==> src/hw/rtl/llx_pkg.sv <==
// Shared types, constants and helper functions of the lockstep link exchange block.
package llx_pkg;

  localparam int PAYLOAD_BITS = 10;
  localparam int GEN_BITS     = 3;
  localparam int WORD_BITS    = 16;
  localparam int BTN_BITS     = 10;
  localparam int CFG_IDX_BITS = 1;
  localparam int CFG_DATA_BITS = 16;

  localparam int MARK_SHIFT = PAYLOAD_BITS + GEN_BITS;
  localparam logic [WORD_BITS-1:0] MARK_MASK =
    WORD_BITS'((16'hFFFF >> MARK_SHIFT) << MARK_SHIFT);
  localparam logic [WORD_BITS-1:0] MARK_VALUE = 16'h8000;
  localparam logic [WORD_BITS-1:0] PAY_MASK = WORD_BITS'((32'd1 << PAYLOAD_BITS) - 1);

  localparam logic [15:0] TIMEOUT_RESET     = 16'd1638;
  localparam logic [9:0]  ELAPSED_MAX_RESET = 10'd15;

  typedef enum logic [1:0] {
    CMD_STEP = 2'd0,
    CMD_RECV = 2'd1,
    CMD_POLL = 2'd2
  } cmd_e;

  typedef enum logic [1:0] {
    ST_WAITING   = 2'd0,
    ST_STEP_DONE = 2'd1,
    ST_LINK_LOST = 2'd2,
    ST_TIMED_OUT = 2'd3
  } status_e;

  typedef enum logic [CFG_IDX_BITS-1:0] {
    CFG_TIMEOUT_TICKS = 1'd0,
    CFG_ELAPSED_MAX   = 1'd1
  } cfg_reg_e;

  typedef struct packed {
    logic [1:0]         command;
    logic [9:0]         buttons;
    logic signed [15:0] elapsed;
    logic [15:0]        word_a;
    logic [15:0]        word_b;
    logic               sio_error;
    logic               connected;
    logic               is_slave;
    logic               transfer_busy;
    logic [1:0]         player_id;
    logic [15:0]        timer_now;
  } in_item_t;

  typedef struct packed {
    logic [1:0]  status;
    logic        send_valid;
    logic [15:0] send_word;
    logic        start_transfer;
    logic [9:0]  buttons_player0;
    logic [9:0]  buttons_player1;
    logic [9:0]  agreed_elapsed;
  } out_item_t;

  typedef struct packed {
    logic [15:0] timeout_ticks;
    logic [9:0]  elapsed_max;
  } cfg_t;

  typedef struct packed {
    logic [GEN_BITS-1:0]     generation;
    logic                    rx_ready;
    logic                    tx_pending;
    logic                    step_phase;
    logic                    have_previous;
    logic [WORD_BITS-1:0]    current_packet;
    logic [WORD_BITS-1:0]    previous_packet;
    logic [PAYLOAD_BITS-1:0] recv_p0;
    logic [PAYLOAD_BITS-1:0] recv_p1;
    logic [BTN_BITS-1:0]     agreed_p0;
    logic [BTN_BITS-1:0]     agreed_p1;
    logic [15:0]             wait_start;
    logic [9:0]              held_elapsed;
  } state_t;

  // True when the word carries the packet marker.
  function automatic logic mark_ok(input logic [WORD_BITS-1:0] w);
    return (w & MARK_MASK) == MARK_VALUE;
  endfunction

  // True when the word carries the marker and the given generation.
  function automatic logic word_ok(input logic [WORD_BITS-1:0] w,
                                   input logic [GEN_BITS-1:0] gen);
    return mark_ok(w) && (w[PAYLOAD_BITS +: GEN_BITS] == gen);
  endfunction

  // Assembles a packet word from a generation and a payload.
  function automatic logic [WORD_BITS-1:0] make_packet(input logic [GEN_BITS-1:0] gen,
                                                       input logic [9:0] payload);
    return MARK_VALUE | (WORD_BITS'(gen) << PAYLOAD_BITS) | (WORD_BITS'(payload) & PAY_MASK);
  endfunction

endpackage

==> src/hw/rtl/llx_if.sv <==
// Valid/ready channel interfaces for the input events and the result items.
interface llx_in_if import llx_pkg::*; (input logic clk);
  logic     valid;
  logic     ready;
  in_item_t data;

  modport source (input clk, output valid, output data, input ready);
  modport sink   (input clk, input valid, input data, output ready);
endinterface

interface llx_out_if import llx_pkg::*; (input logic clk);
  logic      valid;
  logic      ready;
  out_item_t data;

  modport source (input clk, output valid, output data, input ready);
  modport sink   (input clk, input valid, input data, output ready);
endinterface

==> src/hw/rtl/llx_step.sv <==
// Event logic: next exchange state and the result item for one event.
module llx_step import llx_pkg::*; (
  input  in_item_t  item,
  input  state_t    st,
  input  cfg_t      cfg,
  output state_t    st_nxt,
  output out_item_t res
);

  logic [15:0]         e_lo;
  logic [9:0]          e_clamp;
  logic [GEN_BITS-1:0] gen_inc;
  logic [GEN_BITS-1:0] gen_dec;
  logic [9:0]          phase1_payload;
  logic [15:0]         waited;
  logic                behind;
  logic [15:0]         r0_ext;

  always_comb begin
    // Clamp below at one first, then above at the configured maximum.
    e_lo    = (item.elapsed < 16'sd1) ? 16'd1 : 16'(item.elapsed);
    e_clamp = (e_lo > 16'(cfg.elapsed_max)) ? cfg.elapsed_max : e_lo[9:0];
    gen_inc = st.generation + GEN_BITS'(1);
    gen_dec = st.generation - GEN_BITS'(1);
    phase1_payload = (item.player_id == 2'd0) ? st.held_elapsed : 10'd0;
    waited  = item.timer_now - st.wait_start;
    behind  = st.have_previous && mark_ok(item.word_b) &&
              (item.word_b[PAYLOAD_BITS +: GEN_BITS] == gen_dec);
    r0_ext  = 16'(st.recv_p0);

    st_nxt = st;
    res    = '0;

    case (cmd_e'(item.command))
      CMD_STEP: begin
        st_nxt.held_elapsed = e_clamp;
        st_nxt.wait_start   = item.timer_now;
        if (!st.tx_pending) begin
          st_nxt.current_packet = make_packet(st.generation,
                                              st.step_phase ? ((item.player_id == 2'd0) ?
                                              e_clamp : 10'd0) : item.buttons);
          st_nxt.tx_pending = 1'b1;
          res.send_valid    = 1'b1;
          res.send_word     = st_nxt.current_packet;
        end
      end
      CMD_RECV: begin
        if (!item.sio_error && word_ok(item.word_a, st.generation) &&
            word_ok(item.word_b, st.generation)) begin
          st_nxt.recv_p0  = item.word_a[PAYLOAD_BITS-1:0];
          st_nxt.recv_p1  = item.word_b[PAYLOAD_BITS-1:0];
          st_nxt.rx_ready = 1'b1;
        end
      end
      CMD_POLL: begin
        if (st.tx_pending) begin
          if (st.rx_ready) begin
            st_nxt.previous_packet = st.current_packet;
            st_nxt.have_previous   = 1'b1;
            st_nxt.rx_ready        = 1'b0;
            st_nxt.generation      = gen_inc;
            st_nxt.tx_pending      = 1'b0;
            if (!st.step_phase) begin
              // Buttons agreed; the elapsed exchange starts right away.
              st_nxt.agreed_p0      = BTN_BITS'(st.recv_p0);
              st_nxt.agreed_p1      = BTN_BITS'(st.recv_p1);
              st_nxt.step_phase     = 1'b1;
              st_nxt.current_packet = make_packet(gen_inc, phase1_payload);
              st_nxt.tx_pending     = 1'b1;
              st_nxt.wait_start     = item.timer_now;
              res.send_valid        = 1'b1;
              res.send_word         = st_nxt.current_packet;
            end else begin
              st_nxt.step_phase   = 1'b0;
              res.status          = ST_STEP_DONE;
              res.buttons_player0 = st.agreed_p0;
              res.buttons_player1 = st.agreed_p1;
              res.agreed_elapsed  = (r0_ext != 16'd0 && r0_ext <= 16'(cfg.elapsed_max)) ?
                                    10'(st.recv_p0) : 10'd1;
            end
          end else if (!item.connected || item.player_id > 2'd1) begin
            res.status = ST_LINK_LOST;
          end else begin
            if (!item.is_slave && !item.transfer_busy) begin
              res.send_valid     = 1'b1;
              res.send_word      = behind ? st.previous_packet : st.current_packet;
              res.start_transfer = 1'b1;
            end
            if (waited > cfg.timeout_ticks) begin
              res.status = ST_TIMED_OUT;
            end
          end
        end
      end
      default: begin
        res = '0;
      end
    endcase
  end

endmodule

==> src/hw/rtl/llx_out_buf.sv <==
// Two-entry result buffer that drives the output channel.
module llx_out_buf import llx_pkg::*; (
  input  logic          clk,
  input  logic          rst_n,
  input  logic          push,
  input  out_item_t     push_data,
  output logic          push_ready,
  llx_out_if.source     out_ch
);

  out_item_t head_r;
  out_item_t tail_r;
  logic [1:0] cnt_r;
  logic [1:0] cnt_nxt;
  logic       pop;

  assign pop          = out_ch.valid && out_ch.ready;
  assign push_ready   = (cnt_r != 2'd2);
  assign out_ch.valid = (cnt_r != 2'd0);
  assign out_ch.data  = head_r;

  always_comb begin
    cnt_nxt = cnt_r;
    if (push && !pop) begin
      cnt_nxt = cnt_r + 2'd1;
    end else if (pop && !push) begin
      cnt_nxt = cnt_r - 2'd1;
    end
  end

  always_ff @(posedge clk) begin
    if (!rst_n) begin
      cnt_r <= 2'd0;
    end else begin
      cnt_r <= cnt_nxt;
    end
  end

  always_ff @(posedge clk) begin
    if (push && pop) begin
      head_r <= push_data;
    end else if (pop) begin
      head_r <= tail_r;
    end else if (push) begin
      if (cnt_r == 2'd0) begin
        head_r <= push_data;
      end else begin
        tail_r <= push_data;
      end
    end
  end

endmodule

==> src/hw/rtl/lockstep_link_exchange_core.sv <==
// Top level of the lockstep link exchange: input register, event logic and result buffer.
//
// The block runs a two-player lockstep input exchange over a multiplayer serial link. Every
// transaction on the input channel is one event (step request, receive complete or poll tick)
// and produces exactly one result transaction on the output channel. The block sustains one
// event per clock cycle while the output buffer has room: an event is captured in the input
// register, its effect on the exchange state and its result are computed in the following
// cycle by the event logic, and the result is written into a two-entry output buffer whose
// head drives the output channel. The two-entry buffer lets the input side keep taking
// events while one finished result waits for the consumer; input ready drops only when both
// buffer entries are full and an event is already held in the input register. Configuration
// writes (timeout ticks at index 0, elapsed maximum at index 1) take effect on the next
// cycle and should be made while no event is in flight.
module lockstep_link_exchange_core import llx_pkg::*; (
  input  logic                     clk,
  input  logic                     rst_n,
  llx_in_if.sink                   in_ch,
  llx_out_if.source                out_ch,
  input  logic                     cfg_we,
  input  logic [CFG_IDX_BITS-1:0]  cfg_index,
  input  logic [CFG_DATA_BITS-1:0] cfg_data
);

  // Configuration registers.
  cfg_t cfg_r;

  always_ff @(posedge clk) begin
    if (!rst_n) begin
      cfg_r.timeout_ticks <= TIMEOUT_RESET;
      cfg_r.elapsed_max   <= ELAPSED_MAX_RESET;
    end else if (cfg_we) begin
      case (cfg_reg_e'(cfg_index))
        CFG_TIMEOUT_TICKS: cfg_r.timeout_ticks <= cfg_data[15:0];
        CFG_ELAPSED_MAX:   cfg_r.elapsed_max   <= cfg_data[9:0];
        default: begin
          cfg_r <= cfg_r;
        end
      endcase
    end
  end

  // Input register. It refills in the same cycle its event moves on.
  in_item_t in_item_r;
  logic     in_valid_r;
  logic     in_valid_nxt;
  logic     in_take;
  logic     fire;
  logic     buf_ready;

  assign fire        = in_valid_r && buf_ready;
  assign in_ch.ready = !in_valid_r || buf_ready;
  assign in_take     = in_ch.valid && in_ch.ready;

  always_comb begin
    in_valid_nxt = in_valid_r;
    if (in_take) begin
      in_valid_nxt = 1'b1;
    end else if (fire) begin
      in_valid_nxt = 1'b0;
    end
  end

  always_ff @(posedge clk) begin
    if (!rst_n) begin
      in_valid_r <= 1'b0;
    end else begin
      in_valid_r <= in_valid_nxt;
    end
  end

  always_ff @(posedge clk) begin
    if (in_take) begin
      in_item_r <= in_ch.data;
    end
  end

  // Exchange state. Packet and payload holders are not reset: they are always written
  // before anything reads them.
  state_t    state_r;
  state_t    state_nxt;
  out_item_t result;

  llx_step u_step (
    .item   (in_item_r),
    .st     (state_r),
    .cfg    (cfg_r),
    .st_nxt (state_nxt),
    .res    (result)
  );

  always_ff @(posedge clk) begin
    if (!rst_n) begin
      state_r.generation    <= '0;
      state_r.rx_ready      <= 1'b0;
      state_r.tx_pending    <= 1'b0;
      state_r.step_phase    <= 1'b0;
      state_r.have_previous <= 1'b0;
      state_r.wait_start    <= 16'd0;
      state_r.held_elapsed  <= 10'd1;
    end else if (fire) begin
      state_r <= state_nxt;
    end
  end

  // Result buffer feeding the output channel.
  llx_out_buf u_out_buf (
    .clk        (clk),
    .rst_n      (rst_n),
    .push       (fire),
    .push_data  (result),
    .push_ready (buf_ready),
    .out_ch     (out_ch)
  );

endmodule

==> src/flat_wrapper.sv <==
// flat-port wrapper written by rule: the top's interface ports become plain ports
module lockstep_link_exchange_core_flat import llx_pkg::*;
  (clk, rst_n, cfg_we, cfg_index, cfg_data, in_ch_valid, in_ch_data, in_ch_ready, out_ch_valid, out_ch_data, out_ch_ready);
  llx_in_if in_ch_i (.clk(clk));
  llx_out_if out_ch_i (.clk(clk));
  input  logic clk;
  input  logic rst_n;
  input  logic cfg_we;
  input  logic [CFG_IDX_BITS-1:0] cfg_index;
  input  logic [CFG_DATA_BITS-1:0] cfg_data;
  input wire logic [$bits(in_ch_i.valid)-1:0] in_ch_valid;
  input wire logic [$bits(in_ch_i.data)-1:0] in_ch_data;
  output wire logic [$bits(in_ch_i.ready)-1:0] in_ch_ready;
  output wire logic [$bits(out_ch_i.valid)-1:0] out_ch_valid;
  output wire logic [$bits(out_ch_i.data)-1:0] out_ch_data;
  input wire logic [$bits(out_ch_i.ready)-1:0] out_ch_ready;
  assign in_ch_i.valid = in_ch_valid;
  assign in_ch_i.data = in_ch_data;
  assign in_ch_ready = in_ch_i.ready;
  assign out_ch_valid = out_ch_i.valid;
  assign out_ch_data = out_ch_i.data;
  assign out_ch_i.ready = out_ch_ready;
  lockstep_link_exchange_core u_core (.clk(clk), .rst_n(rst_n), .in_ch(in_ch_i), .out_ch(out_ch_i), .cfg_we(cfg_we), .cfg_index(cfg_index), .cfg_data(cfg_data));
endmodule
==> config.mk <==
export PLATFORM = sky130hd
export DESIGN_NAME = lockstep_link_exchange_core_flat
export DESIGN_NICKNAME = d
export VERILOG_FILES = /design/src/hw/rtl/llx_pkg.sv /design/src/hw/rtl/llx_if.sv /design/src/hw/rtl/llx_step.sv /design/src/hw/rtl/llx_out_buf.sv /design/src/hw/rtl/lockstep_link_exchange_core.sv /design/src/flat_wrapper.sv
export SDC_FILE = /design/constraint.sdc
export NUM_CORES = 1
export LEC_CHECK = 0
export ABC_AREA = 1
export BUFFER_PORTS_ARGS = -buffer_cell sky130_fd_sc_hd__buf_2
export CAP_MARGIN = 20
export CORE_MARGIN = 3
export CORE_UTILIZATION = 54
export DETAILED_ROUTE_END_ITERATION = 10
export HOLD_SLACK_MARGIN = 0.05
export PLACE_DENSITY_LB_ADDON = 0.3
export SETUP_SLACK_MARGIN = 0.5
export SKIP_CTS_REPAIR_TIMING = 1
export SYNTH_ARGS = -nofsm -noshare
export SYNTH_HDL_FRONTEND = slang
export SYNTH_HIERARCHICAL = 1
export SYNTH_SLANG_ARGS = --single-unit
==> constraint.sdc <==
create_clock -name clk -period 11.05 [get_ports clk]
set_input_delay 1.105 -clock clk [delete_from_list [all_inputs] [get_ports clk]]
set_output_delay 1.105 -clock clk [all_outputs]
set_load 0.03 [all_outputs]
Yosys cells after proc, flatten, opt, wreduce, memory -nomap -nowiden
Index checks and enable logic that the tools add are counted.

Register bits: 316. Input bits: 104. Output and inout bits: 52. Word-level logic and storage cells: 162.

Add/sub/neg operators: 5. Order comparisons: 5. Equality and inequality tests: 13. Mux-type cells: 43. Bitwise operators: 7. Reduce and logical (&&, ||, !) cells: 47.

Operators by type and width (count): $mux 50 (5); $mux 16 (7); $pmux 16 s2 (2); $mux 30 (2); $mux 10 (5); $mux 18 (2); $mux 36 (1); $mux 35 (1); $mux 17 (2); $pmux 17 s2 (1); $or 16x10->16 (2); $mux 31 (1); $mux 19 (1); $gt 16x10->1 (1); $gt 16x16->1 (1); $lt 16x2->1 const B (1); $reduce_and 4->1 (4); $sub 16x16->16 (1); $logic_and 1x1->1 (14); $le 10x10->1 (1); $mux 2 (5); $reduce_and 2->1 (5); $reduce_and 5->1 (2); $reduce_bool 10->1 (1); 21 further kinds (52).

Logic depth before layout (Yosys ltp)
Gate-level depths: netlist of run 1.

Depth in word-level cells: 13. Mapped depth: 25. Mapped depth without buffers: 24.

Hierarchy
The synthesis of run 1 kept the hierarchy.

Modules (own cells, without submodules): lockstep_link_exchange_core (instances 1, cells each 442, area an instance 6841.6 µm², seq. area each 5825.6 µm²); llx_step (instances 1, cells each 867, area an instance 4444.3 µm², seq. area each 0.0 µm²); llx_out_buf (instances 1, cells each 285, area an instance 4216.5 µm², seq. area each 3042.9 µm²).

Worst setup path after synthesis of run 1
OpenSTA, ideal clock, no wires.

Path kind: input-to-reg. Start point: input in_ch_valid. End point: register u_core/in_item_r[0] (netlist name) (enable). Library setup time: 0.549 ns. Arrival time: 5.113 ns. Data required time: 10.501 ns. Slack: 5.388 ns. Stages: 2. Cells stage by stage: inv_1 -> a21oi_1.

Word-level cells in the longest chain between the ends: 1.

Ends and longest elaborated chain: from (decl) (line flat_wrapper.sv:11) `input wire logic [$bits(in_ch_i.valid)-1:0] in_ch_valid;`; $logic_and 1x1->1 (line lockstep_link_exchange_core.sv:52) `assign in_take = in_ch.valid && in_ch.ready;`; via u_core.in_take (line lockstep_link_exchange_core.sv:46) `logic in_take;`; to (signal assigned) (line lockstep_link_exchange_core.sv:73) `in_item_r <= in_ch.data;`; to (decl) (line lockstep_link_exchange_core.sv:43) `in_item_t in_item_r;`.

The timed path passes the listed nets, and every way through them passes these cells. A chain may end at the register's enable or synchronous reset.

==> results.sh, run 1 <==
export IMPL_cpMostUsedCell="nand2_1"
export IMPL_grt_pass1_wl_microns=56100
export IMPL_synth_area_leader_cell="edfxtp_1"
export IMPL_hold_violations=0
export IMPL_max_slew_margin_pct=25.5
export IMPL_crit_path_end_kind="flip-flop"
export IMPL_reg2regPathDepth=22
export IMPL_synth_most_common_cell="edfxtp_1"
export IMPL_clockBufferDepth=3
export IMPL_fp_row_count=61
export IMPL_place_hpwl_microns=23400
export IMPL_vias_per_cell=5.30
export IMPL_portBuffers=155
export IMPL_finalSetupViolCount=0
export IMPL_syn_inst=1594
export IMPL_antenna_found_initial=1
export IMPL_detailroute_via_count=11361
export IMPL_slowest_stage="ha_1"
export IMPL_crit_required_ns=11.29
export IMPL_p_per_area_nw_per_um2=187
export IMPL_worst_slew_pin_slew_ns=1.12
export IMPL_netlist_area_sq_um=15500
export IMPL_slew_violations=0
export IMPL_grt_total_usage_pct=22.4
export IMPL_routed_wl_microns=34400
export IMPL_fin_worst_skew_ns=0.0150
export IMPL_cts_made_buffers=35
export IMPL_yosysWarnings=6
export IMPL_fin_crit_sh_pct=36.1
export IMPL_ios=156
export IMPL_num_antenna_cells=0
export IMPL_fin_nets=1901
export IMPL_antenna_left=0
export IMPL_multi_input_area_sq_um=5410
export IMPL_stdcell_count=2142
export IMPL_path_clk_slew_ns=0.06
export IMPL_drt_pass1_iter_count=9
export IMPL_avgSynthCellArea_sq_um=9.73
export IMPL_synthArstFlopShare_pct=0
export IMPL_dp_cells=2078
export IMPL_fp_dieH_microns=175
export IMPL_cts_sink_count=316
export IMPL_cts_tree="yes"
export IMPL_die_w_microns=175
export IMPL_synth_cell_types=48
export IMPL_core_area_sq_um=28000
export IMPL_root_buffer="clkbuf_16"
export IMPL_grt_pass1_vias=11060
export IMPL_drtIter0Drc=969
export IMPL_die_area_sq_um=30800
export IMPL_arrival_ns=4.23
export IMPL_startpoint_type="flip-flop"
export IMPL_min_path_cells=2
export IMPL_clock_latency_ns=0.51
export IMPL_cp_num_buf_inv=2
export IMPL_seq_area_sq_um=8870
export IMPL_nFillCells=2350
export IMPL_initial_utilization_pct=55.3
export IMPL_synth_edff_count=254
export IMPL_leakage_nw=7.47
export IMPL_worst_path_max_fanout=12
export IMPL_holdCritPathClass="flip-flop to flip-flop"
export IMPL_outcome="finished clean"
export IMPL_gp_congestion=0.851
export IMPL_synth_yosys_seq_area_share_pct=57.2
export IMPL_rsz0062_at_grt="false"
export IMPL_peakVddDrop_mv=0.128
export IMPL_path_depth=22
export IMPL_synth_seq_cells=316
export IMPL_critPathTopFamily="simple AND/OR/NAND/NOR gates"
export IMPL_synth_nets=1758
export IMPL_synthTopCellsByCount="edfxtp_1, nand2_1, inv_1"
export IMPL_criticalPathCategory="flip-flop to flip-flop"
export IMPL_ys_flop_type="edfxtp_1"
export IMPL_min_period_ns=3.98
export IMPL_drc=0
export IMPL_max_freq_ghz=0.251
export IMPL_max_cap_violations=0
export IMPL_worstPathCellList="nor4_1, nand2_1, nor4_1, ha_1, inv_2, nand2_1, inv_1, ha_1, a21oi_1, nor2_1, nor2_1, nand2_1, nand2_1, nand2_2, nand2_4, nand2_1, nand3_1, nand2_1, nand2_1, nand2_1, nand2_2, o21ai_2"
export IMPL_grt_overflow_total=0
export IMPL_htree_num_levels=2
export IMPL_routedWlPerCell_microns=16.1
export IMPL_fin_setup_tns_ns=0
export IMPL_drive_gt1_share_pct=19.7
export IMPL_slowest_delay_ns=0.52
export IMPL_syn2layout_area_growth_pct=13.3
export IMPL_synth_top_area_share_pct=49.2
export IMPL_grt_max_degree=73
export IMPL_yosys_top_cells_area="edfxtp_1, dfxtp_1, nand2_1"
==> cell families after synthesis <==
family / after synthesis / share of synthesized area, %
flops: 316 / 57.2
compound gates: 297 / 11.5
simple gates: 605 / 17.1
xor+xnor: 21 / 1.19
buf+inv: 295 / 8.18
fa+ha+maj: 60 / 4.89
==> worst paths after layout <==
kind / slack [ns] / start / endpoint
setup / recovery: 7.07 / u_core/in_item_r[66]$_DFFE_PP_ / u_core/u_out_buf/out_ch.data[37]$_DFFE_PP_
hold reg to reg: 0.46 / u_core/cfg_r[16]$_SDFFE_PN1P_ / u_core/cfg_r[16]$_SDFFE_PN1P_
hold / removal: 0.46 / u_core/cfg_r[16]$_SDFFE_PN1P_ / u_core/cfg_r[16]$_SDFFE_PN1P_
setup reg to reg: 7.07 / u_core/in_item_r[66]$_DFFE_PP_ / u_core/u_out_buf/out_ch.data[37]$_DFFE_PP_
==> layout by cell type (no fill, tap or decap), types with 4 or more instances in the layout <==
| cell | n |
|---|---|
| nand3_1 | 86 |
| nand2_2 | 56 |
| clkinv_2 | 8 |
| nand2_1 | 234 |
| a21oi_1 | 52 |
| dfxtp_1 | 62 |
| clkbuf_1 | 6 |
| a31oi_1 | 4 |
| buf_2 | 155 |
| inv_1 | 227 |
| xor2_1 | 14 |
| a21o_1 | 4 |
| nor3_1 | 15 |
| nor2_1 | 184 |
| buf_4 | 12 |
| o21ai_0 | 152 |
| clkinv_1 | 10 |
| nand4_1 | 7 |
| o21ai_1 | 5 |
| clkbuf_16 | 36 |
| nor2_2 | 5 |
| ha_1 | 59 |
| o211ai_1 | 5 |
| nor4_1 | 6 |
| o21ai_2 | 55 |
| xnor2_1 | 7 |
| edfxtp_1 | 254 |
==> stage by stage <==
step	worst slack (ns)	total power (W)	util, %	cell area, sq um	hold slack [ns]
after floorplan	5.39	0.00206	-	15500	0.429
final	7.07	0.00329	62.7	17600	0.460
after detailed placement	7.14	0.00224	58.9	16500	0.448
after global routing	6.71	0.00346	62.7	17600	0.485
after CTS	7.12	0.00332	62.7	17600	0.462
after global placement	7.30	0.00222	58.9	16500	0.443
==> final cells by class <==
class / instances / area share, %
clock buffers: 44 / 5.41
clock inverters: 20 / 0.634
inverters: 234 / 5.03
multi-input cells: 983 / 30.8
flip-flops and latches: 316 / 50.5
well taps: 378 / 2.69
repair buffers: 167 / 4.93
==> sequential cells by signal, summed over array words and instances, names as in the netlist <==
register                      count
u_core/u_out_buf/tail_r          50
u_core/u_out_buf/cnt_r            2
u_core/in_valid_r                 1
u_core/cfg_r                     26
u_core/in_item_r                 82
u_core/u_out_buf/out_ch.data     50
u_core/state_r                  105
==> power breakdown <==
part           internal, W  switching (W)  total, W
clock             0.000613       0.000457   0.00107
sequential         0.00145      0.0000582   0.00151
combinational     0.000207       0.000499  0.000706
==> layer usage <==
metal  up-vias  wire (microns)  GRT usage [%]
met2       370           16000           35.9
met5         -              13              0
met3        65            2350           4.04
met4         2             707           6.37
met1      5313           15400           31.7
li1       5611               -              -
==> tightest hold or removal path, stage by stage, from the launching register on <==
cell and delay, ns:
dfxtp_1 0.32, nand2_1 0.06, nand3_1 0.05
Note: power is estimated with default switching activity, not from simulation.
==> run 2: changes to the inputs <==
--- a/config.mk
+++ b/config.mk
@@ -5,7 +5,7 @@
 export SDC_FILE = /design/constraint.sdc
 export NUM_CORES = 1
 export LEC_CHECK = 0
-export ABC_AREA = 1
+export ABC_AREA = 0
 export BUFFER_PORTS_ARGS = -buffer_cell sky130_fd_sc_hd__buf_2
 export CAP_MARGIN = 20
 export CORE_MARGIN = 3
==> constraint.sdc (replaced) <==
create_clock -name clk -period 3.5 [get_ports clk]
set_input_delay 0.35 -clock clk [delete_from_list [all_inputs] [get_ports clk]]
set_output_delay 0.35 -clock clk [all_outputs]
set_load 0.03 [all_outputs]
==> results.sh, run 2 <==
export IMPL_outcome="finished with violations"
export IMPL_violations="setup timing"
export IMPL_yosys_top_cells_area="edfxtp_1, dfxtp_1, ha_1"
export IMPL_design_area_sq_um=19300
export IMPL_initial_utilization_pct=55.7
export IMPL_slew_violations=0
export IMPL_fin_nets=1679
export IMPL_core_area_sq_um=27300
export IMPL_synth_cell_types=68
export IMPL_drive_gt1_share_pct=32.8
export IMPL_crit_path_end_kind="flip-flop"
export IMPL_root_buffer="clkbuf_16"
export IMPL_max_cap_violations=0
export IMPL_cts_made_buffers=35
export IMPL_syn2layout_area_growth_pct=26.8
export IMPL_vias_per_cell=5.71
export IMPL_max_slew_margin_pct=22.8
export IMPL_largest_reg_flops=105
export IMPL_fp_dieH_microns=174
export IMPL_worst_slew_pin_slew_ns=1.16
export IMPL_startpoint_type="flip-flop"
export IMPL_crit_required_ns=3.76
export IMPL_drtIter0Drc=914
export IMPL_grt_pass1_wl_microns=55100
export IMPL_place_hpwl_microns=23100
export IMPL_fp_row_count=60
export IMPL_synth_area_leader_cell="edfxtp_1"
export IMPL_netlist_area_sq_um=15200
export IMPL_die_w_microns=174
export IMPL_max_freq_ghz=0.255
export IMPL_avgSynthCellArea_sq_um=12.5
export IMPL_routed_wl_microns=37900
export IMPL_top_regs="u_core/state_r: 105 flops, u_core/in_item_r: 82 flops"
export IMPL_synth_edff_count=254
export IMPL_whs_ns=0.0721
export IMPL_seq_area_sq_um=8870
export IMPL_min_period_ns=3.92
export IMPL_holdCritPathClass="input pin to flip-flop"
export IMPL_die_area_sq_um=30200
export IMPL_criticalPathCategory="flip-flop to flip-flop"
export IMPL_path_clk_slew_ns=0.06
export IMPL_cts_sink_count=316
export IMPL_synth_top_area_share_pct=50.1
export IMPL_finalSetupViolCount=42
export IMPL_multi_input_area_sq_um=6240
export IMPL_leakage_nw=7.53
export IMPL_r2r_slack_ns=-0.42
export IMPL_fin_crit_sh_pct=112
export IMPL_top_register="u_core/state_r"
export IMPL_final_util_pct=70.6
export IMPL_synth_seq_cells=316
export IMPL_syn_inst=1215
export IMPL_gp_congestion=0.886
export IMPL_clockBufferDepth=3
export IMPL_peakVddDrop_mv=0.391
export IMPL_ios=156
export IMPL_ys_flop_type="edfxtp_1"
export IMPL_synth_yosys_seq_area_share_pct=58.3
export IMPL_dpl_cell_area_sq_um=16800
export IMPL_grt_overflow_total=0
export IMPL_grt_total_usage_pct=22.5
export IMPL_arrival_ns=4.18
export IMPL_fin_worst_skew_ns=0.0253
export IMPL_drc=0
export IMPL_p_per_area_nw_per_um2=567
export IMPL_grt_max_degree=108
export IMPL_place_ws_ns=-0.761
export IMPL_cts_tree="yes"
export IMPL_rsz0062_at_grt="true"
export IMPL_nFillCells=1890
export IMPL_portBuffers=155
export IMPL_grt_pass1_vias=10138
export IMPL_htree_num_levels=2
export IMPL_p_total_w=0.0109
export IMPL_clock_latency_ns=0.52
export IMPL_yosysWarnings=6
export IMPL_antenna_left=0
export IMPL_layout_commonest_cell="edfxtp_1"
export IMPL_hold_violations=0
export IMPL_synth_nets=1379
export IMPL_synthArstFlopShare_pct=0
export IMPL_drt_pass1_iter_count=5
export IMPL_worst_path_max_fanout=7
export IMPL_setup_slack_ns=-0.419
export IMPL_most_common_layout_cells="edfxtp_1, buf_2, nand2_1"
export IMPL_routedWlPerCell_microns=19.8
export IMPL_synthTopCellsByCount="edfxtp_1, nand2_1, inv_1"
export IMPL_antenna_found_initial=1
export IMPL_detailroute_via_count=10930
export IMPL_synth_most_common_cell="edfxtp_1"
==> run 2: cell count changes after synthesis, sizes merged, moves of 13 or more <==
| cell | change |
|---|---|
| and3 | +21 |
| nand2 | -156 |
| mux2i | +40 |
| and2 | +15 |
| nor2 | -148 |
| nor2b | +19 |
| a22o | +16 |
| nand3 | -70 |
| nand4 | +36 |
| inv | -161 |
| a21oi | -13 |
| o21ai | -154 |
| mux2 | +91 |
==> run 2: stage by stage <==
step                std cells  TNS, ns
floorplan                1215    -2.36
global placement         1752   -13.08
detailed placement       1752   -20.55
CTS                      1815   -26.41
global route             1914   -17.61
finish                   1914   -11.75
==> run 2: kinds of logic after synthesis <==
kind of cell             after synthesis  share of synthesized area [%]
XOR/XNOR                              23                           1.32
flip-flops                           316                           58.3
adder cells (fa/ha/maj)               60                           4.98
buffers and inverters                136                           4.40
multiplexers                         131                           10.1
AO/OA/AOI/OAI                        201                           9.41
AND/OR/NAND/NOR                      348                           11.5
==> run 2: report_power, final <==
part | leakage (nW) | total [W] | switching [W] | internal (W)
Clock | 0.530 | 0.00344 | 0.00147 | 0.00197
Combinational | 4.13 | 0.00266 | 0.00166 | 0.00100
Sequential | 2.87 | 0.00484 | 0.000206 | 0.00464
==> run 2: path summary, 6_finish.rpt <==
| path | end | from | cells past startpoint |
|---|---|---|---|
| hold reg to reg | u_core/cfg_r[17]$_SDFFE_PN0P_ | u_core/cfg_r[17]$_SDFFE_PN0P_ | 2 |
| setup reg to reg | u_core/u_out_buf/out_ch.data[36]$_DFFE_PP_ | u_core/in_item_r[69]$_DFFE_PP_ | 15 |
| setup / recovery | u_core/u_out_buf/out_ch.data[36]$_DFFE_PP_ | u_core/in_item_r[69]$_DFFE_PP_ | 15 |
| hold / removal | u_core/in_item_r[81]$_DFFE_PP_ | in_ch_data[81] | 1 |
==> run 2: cell type report <==
| cell class | count | share of cell area (%) |
|---|---|---|
| clock inverter | 14 | 0.493 |
| antenna | 1 | 0.0130 |
| clock buffer | 49 | 5.08 |
| timing repair buffer | 328 | 12.4 |
| multi-input combinational | 763 | 32.3 |
| inverter | 71 | 1.38 |
| tap | 372 | 2.41 |
| sequential | 316 | 46.0 |
==> run 2: per-layer routing <==
| layer | vias up | track usage (%) | wire (microns) |
|---|---|---|---|
| li1 | 5125 | - | - |
| met1 | 5328 | 29.6 | 15400 |
| met2 | 372 | 39.0 | 18900 |
| met3 | 105 | 3.32 | 2070 |
| met4 | 0 | 6.77 | 1490 |
| met5 | - | 0 | 0 |
==> run 2: critical path: stages, from the launching register on <==
cell and delay, ns:
edfxtp_1 0.40, or4_4 0.56, nor4_4 0.14, and4_4 0.26, ha_4 0.21, buf_6 0.15, nor2b_2 0.05, ha_1 0.29
nand4_1 0.12, or2_2 0.32, mux2i_2 0.18, o221ai_2 0.15, buf_6 0.18, mux2i_2 0.20, o221ai_1 0.15, mux2_4 0.31
==> run 3: changes to the inputs <==
--- a/config.mk
+++ b/config.mk
@@ -8,6 +8,7 @@
 export ABC_AREA = 0
 export BUFFER_PORTS_ARGS = -buffer_cell sky130_fd_sc_hd__buf_2
 export CAP_MARGIN = 20
+export CORE_ASPECT_RATIO = 1.4
 export CORE_MARGIN = 3
 export CORE_UTILIZATION = 54
 export DETAILED_ROUTE_END_ITERATION = 10
==> results.sh, run 3 (synthesized netlist as in run 2, its figures left out) <==
export IMPL_grt_pass1_vias=10724
export IMPL_cts_sink_count=316
export IMPL_slew_violations=0
export IMPL_grt_pass1_wl_microns=55900
export IMPL_htree_num_levels=1
export IMPL_fin_crit_sh_pct=117
export IMPL_hp_start="cfg_data[13]"
export IMPL_seqPwrFrac_pct=43.4
export IMPL_leakage_nw=7.61
export IMPL_grt_max_degree=108
export IMPL_p_per_area_nw_per_um2=571
export IMPL_setup_slack_ns=-0.586
export IMPL_min_path_cells=3
export IMPL_top_regs="u_core/state_r: 105 flops, u_core/in_item_r: 82 flops"
export IMPL_drt_pass1_iter_count=5
export IMPL_peakVddDrop_mv=0.450
export IMPL_min_period_ns=4.09
export IMPL_clock_latency_ns=0.56
export IMPL_grt_overflow_total=0
export IMPL_clockBufferDepth=3
export IMPL_largest_reg_flops=105
export IMPL_antenna_left=0
export IMPL_drive_gt1_share_pct=33.7
export IMPL_seq_area_sq_um=8870
export IMPL_multi_input_area_sq_um=6350
export IMPL_grt_total_usage_pct=23.3
export IMPL_syn2layout_area_growth_pct=28.2
export IMPL_violations="setup timing"
export IMPL_reg2regPathDepth=15
export IMPL_worst_slew_pin_slew_ns=1.07
export IMPL_routedWlPerCell_microns=19.9
export IMPL_cts_made_buffers=31
export IMPL_core_area_sq_um=27700
export IMPL_ios=156
export IMPL_power_frac_comb_pct=24.2
export IMPL_fp_dieH_microns=205
export IMPL_finalSetupViolCount=44
export IMPL_die_area_sq_um=30300
export IMPL_worst_path_max_fanout=6
export IMPL_fin_setup_tns_ns=-17.68
export IMPL_arrival_ns=4.39
export IMPL_drtIter0Drc=766
export IMPL_r2r_slack_ns=-0.59
export IMPL_p_total_w=0.0111
export IMPL_gp_congestion=0.890
export IMPL_crit_required_ns=3.81
export IMPL_rr_endpoint="u_core/u_out_buf/out_ch.data[39]$_DFFE_PP_"
export IMPL_netSwitchingPower_w=0.00329
export IMPL_hold_end="u_core/cfg_r[23]$_SDFFE_PN0P_"
export IMPL_die_w_microns=148
export IMPL_startpoint_type="flip-flop"
export IMPL_initial_utilization_pct=54.9
export IMPL_top_register="u_core/state_r"
export IMPL_rsz0062_at_grt="true"
export IMPL_routed_wl_microns=38000
export IMPL_hold_violations=0
export IMPL_most_common_layout_cells="edfxtp_1, buf_2, nand2_1"
export IMPL_path_clk_slew_ns=0.06
export IMPL_fin_worst_skew_ns=0.00856
export IMPL_crit_path_end_kind="flip-flop"
export IMPL_rr_startpoint="u_core/in_item_r[69]$_DFFE_PP_"
export IMPL_layout_commonest_cell="edfxtp_1"
export IMPL_p_sw_share_pct=29.5
export IMPL_vias_per_cell=5.67
export IMPL_max_cap_violations=0
export IMPL_max_slew_margin_pct=29.0
export IMPL_detailroute_via_count=10866
export IMPL_portBuffers=155
export IMPL_fp_row_count=72
export IMPL_outcome="finished with violations"
export IMPL_num_antenna_cells=0
export IMPL_root_buffer="clkbuf_16"
export IMPL_place_hpwl_microns=24400
export IMPL_antenna_found_initial=0
export IMPL_clockPowerShare_pct=32.4
export IMPL_drc=0
export IMPL_intPower_w=0.00785
export IMPL_holdCritPathClass="input pin to flip-flop"
export IMPL_nFillCells=1959
export IMPL_fin_nets=1685
export IMPL_max_freq_ghz=0.245
export IMPL_final_util_pct=70.4
export IMPL_cts_tree="yes"
export IMPL_whs_ns=0.0414
export IMPL_criticalPathCategory="flip-flop to flip-flop"
run 3: cell count changes in the layout (fill, tap and decap cells not counted), sizes merged:
cell         delta
dlygate4sd3     +5
inv             -2
clkinvlp        +2
clkbuf         -17
clkinv          +3
bufinv          +8
diode           -1
buf             +5
run 3: area by class of cell:
| cell class | count | area share (%) |
|---|---|---|
| Sequential cell | 316 | 45.4 |
| Multi-Input combinational cell | 763 | 32.5 |
| Tap cell | 370 | 2.37 |
| Clock buffer | 32 | 3.99 |
| Timing Repair Buffer | 338 | 12.6 |
| Inverter | 71 | 1.37 |
| Clock inverter | 25 | 1.70 |
run 3: power by group through the flow:
stage	clock network [W]	registers, W	logic [W]
finish	0.00361	0.00484	0.00270
global route	0.00382	0.00487	0.00288
CTS	0.00367	0.00483	0.00241
detailed placement	0	0.00491	0.00240
global placement	0	0.00490	0.00237
floorplan	0	0.00537	0.00118
run 3: per-layer routing:
| layer | vias up | global-route usage (%) | wire, microns |
|---|---|---|---|
| met3 | 103 | 2.59 | 1960 |
| met4 | 0 | 12.1 | 1960 |
| met5 | - | 0 | 0 |
| met2 | 371 | 42.0 | 20000 |
| met1 | 5266 | 27.4 | 14100 |
| li1 | 5126 | - | - |
run 3: stage by stage:
stage	setup slack (ns)	cells	instance area (sq um)
after global routing	-0.675	1915	19500
final	-0.586	1915	19500
after floorplan	-0.230	1215	15300
after detailed placement	-0.688	1761	16900
after CTS	-0.692	1818	18000
after global placement	-0.540	1761	16900
run 3: how the worst max path moves through the flow:
stage,slack [ns],startpoint,to,cells after the start
final,-0.59,u_core/in_item_r[69]$_DFFE_PP_,u_core/u_out_buf/out_ch.data[39]$_DFFE_PP_,15
after CTS,-0.69,u_core/in_item_r[69]$_DFFE_PP_,u_core/u_out_buf/out_ch.data[36]$_DFFE_PP_,15
after global routing,-0.67,u_core/in_item_r[69]$_DFFE_PP_,u_core/u_out_buf/out_ch.data[34]$_DFFE_PP_,15
after detailed placement,-0.69,u_core/in_item_r[69]$_DFFE_PP_,u_core/u_out_buf/out_ch.data[36]$_DFFE_PP_,15
after floorplan,-0.23,u_core/in_item_r[69]$_DFFE_PP_,u_core/u_out_buf/out_ch.data[32]$_DFFE_PP_,16
after global placement,-0.54,u_core/in_item_r[69]$_DFFE_PP_,u_core/u_out_buf/out_ch.data[39]$_DFFE_PP_,15
run 3: critical path, cell delays in order, from the launching register on:
cell      delay [ns]
edfxtp_1        0.45
or4_4           0.59
nor4_4          0.15
and4_1          0.27
ha_4            0.25
nor2b_4         0.15
ha_4            0.21
nor2b_4         0.12
o211ai_1        0.21
a21oi_2         0.10
nor4_4          0.27
o221ai_4        0.20
buf_12          0.19
mux2i_4         0.20
o221ai_1        0.16
mux2_2          0.30
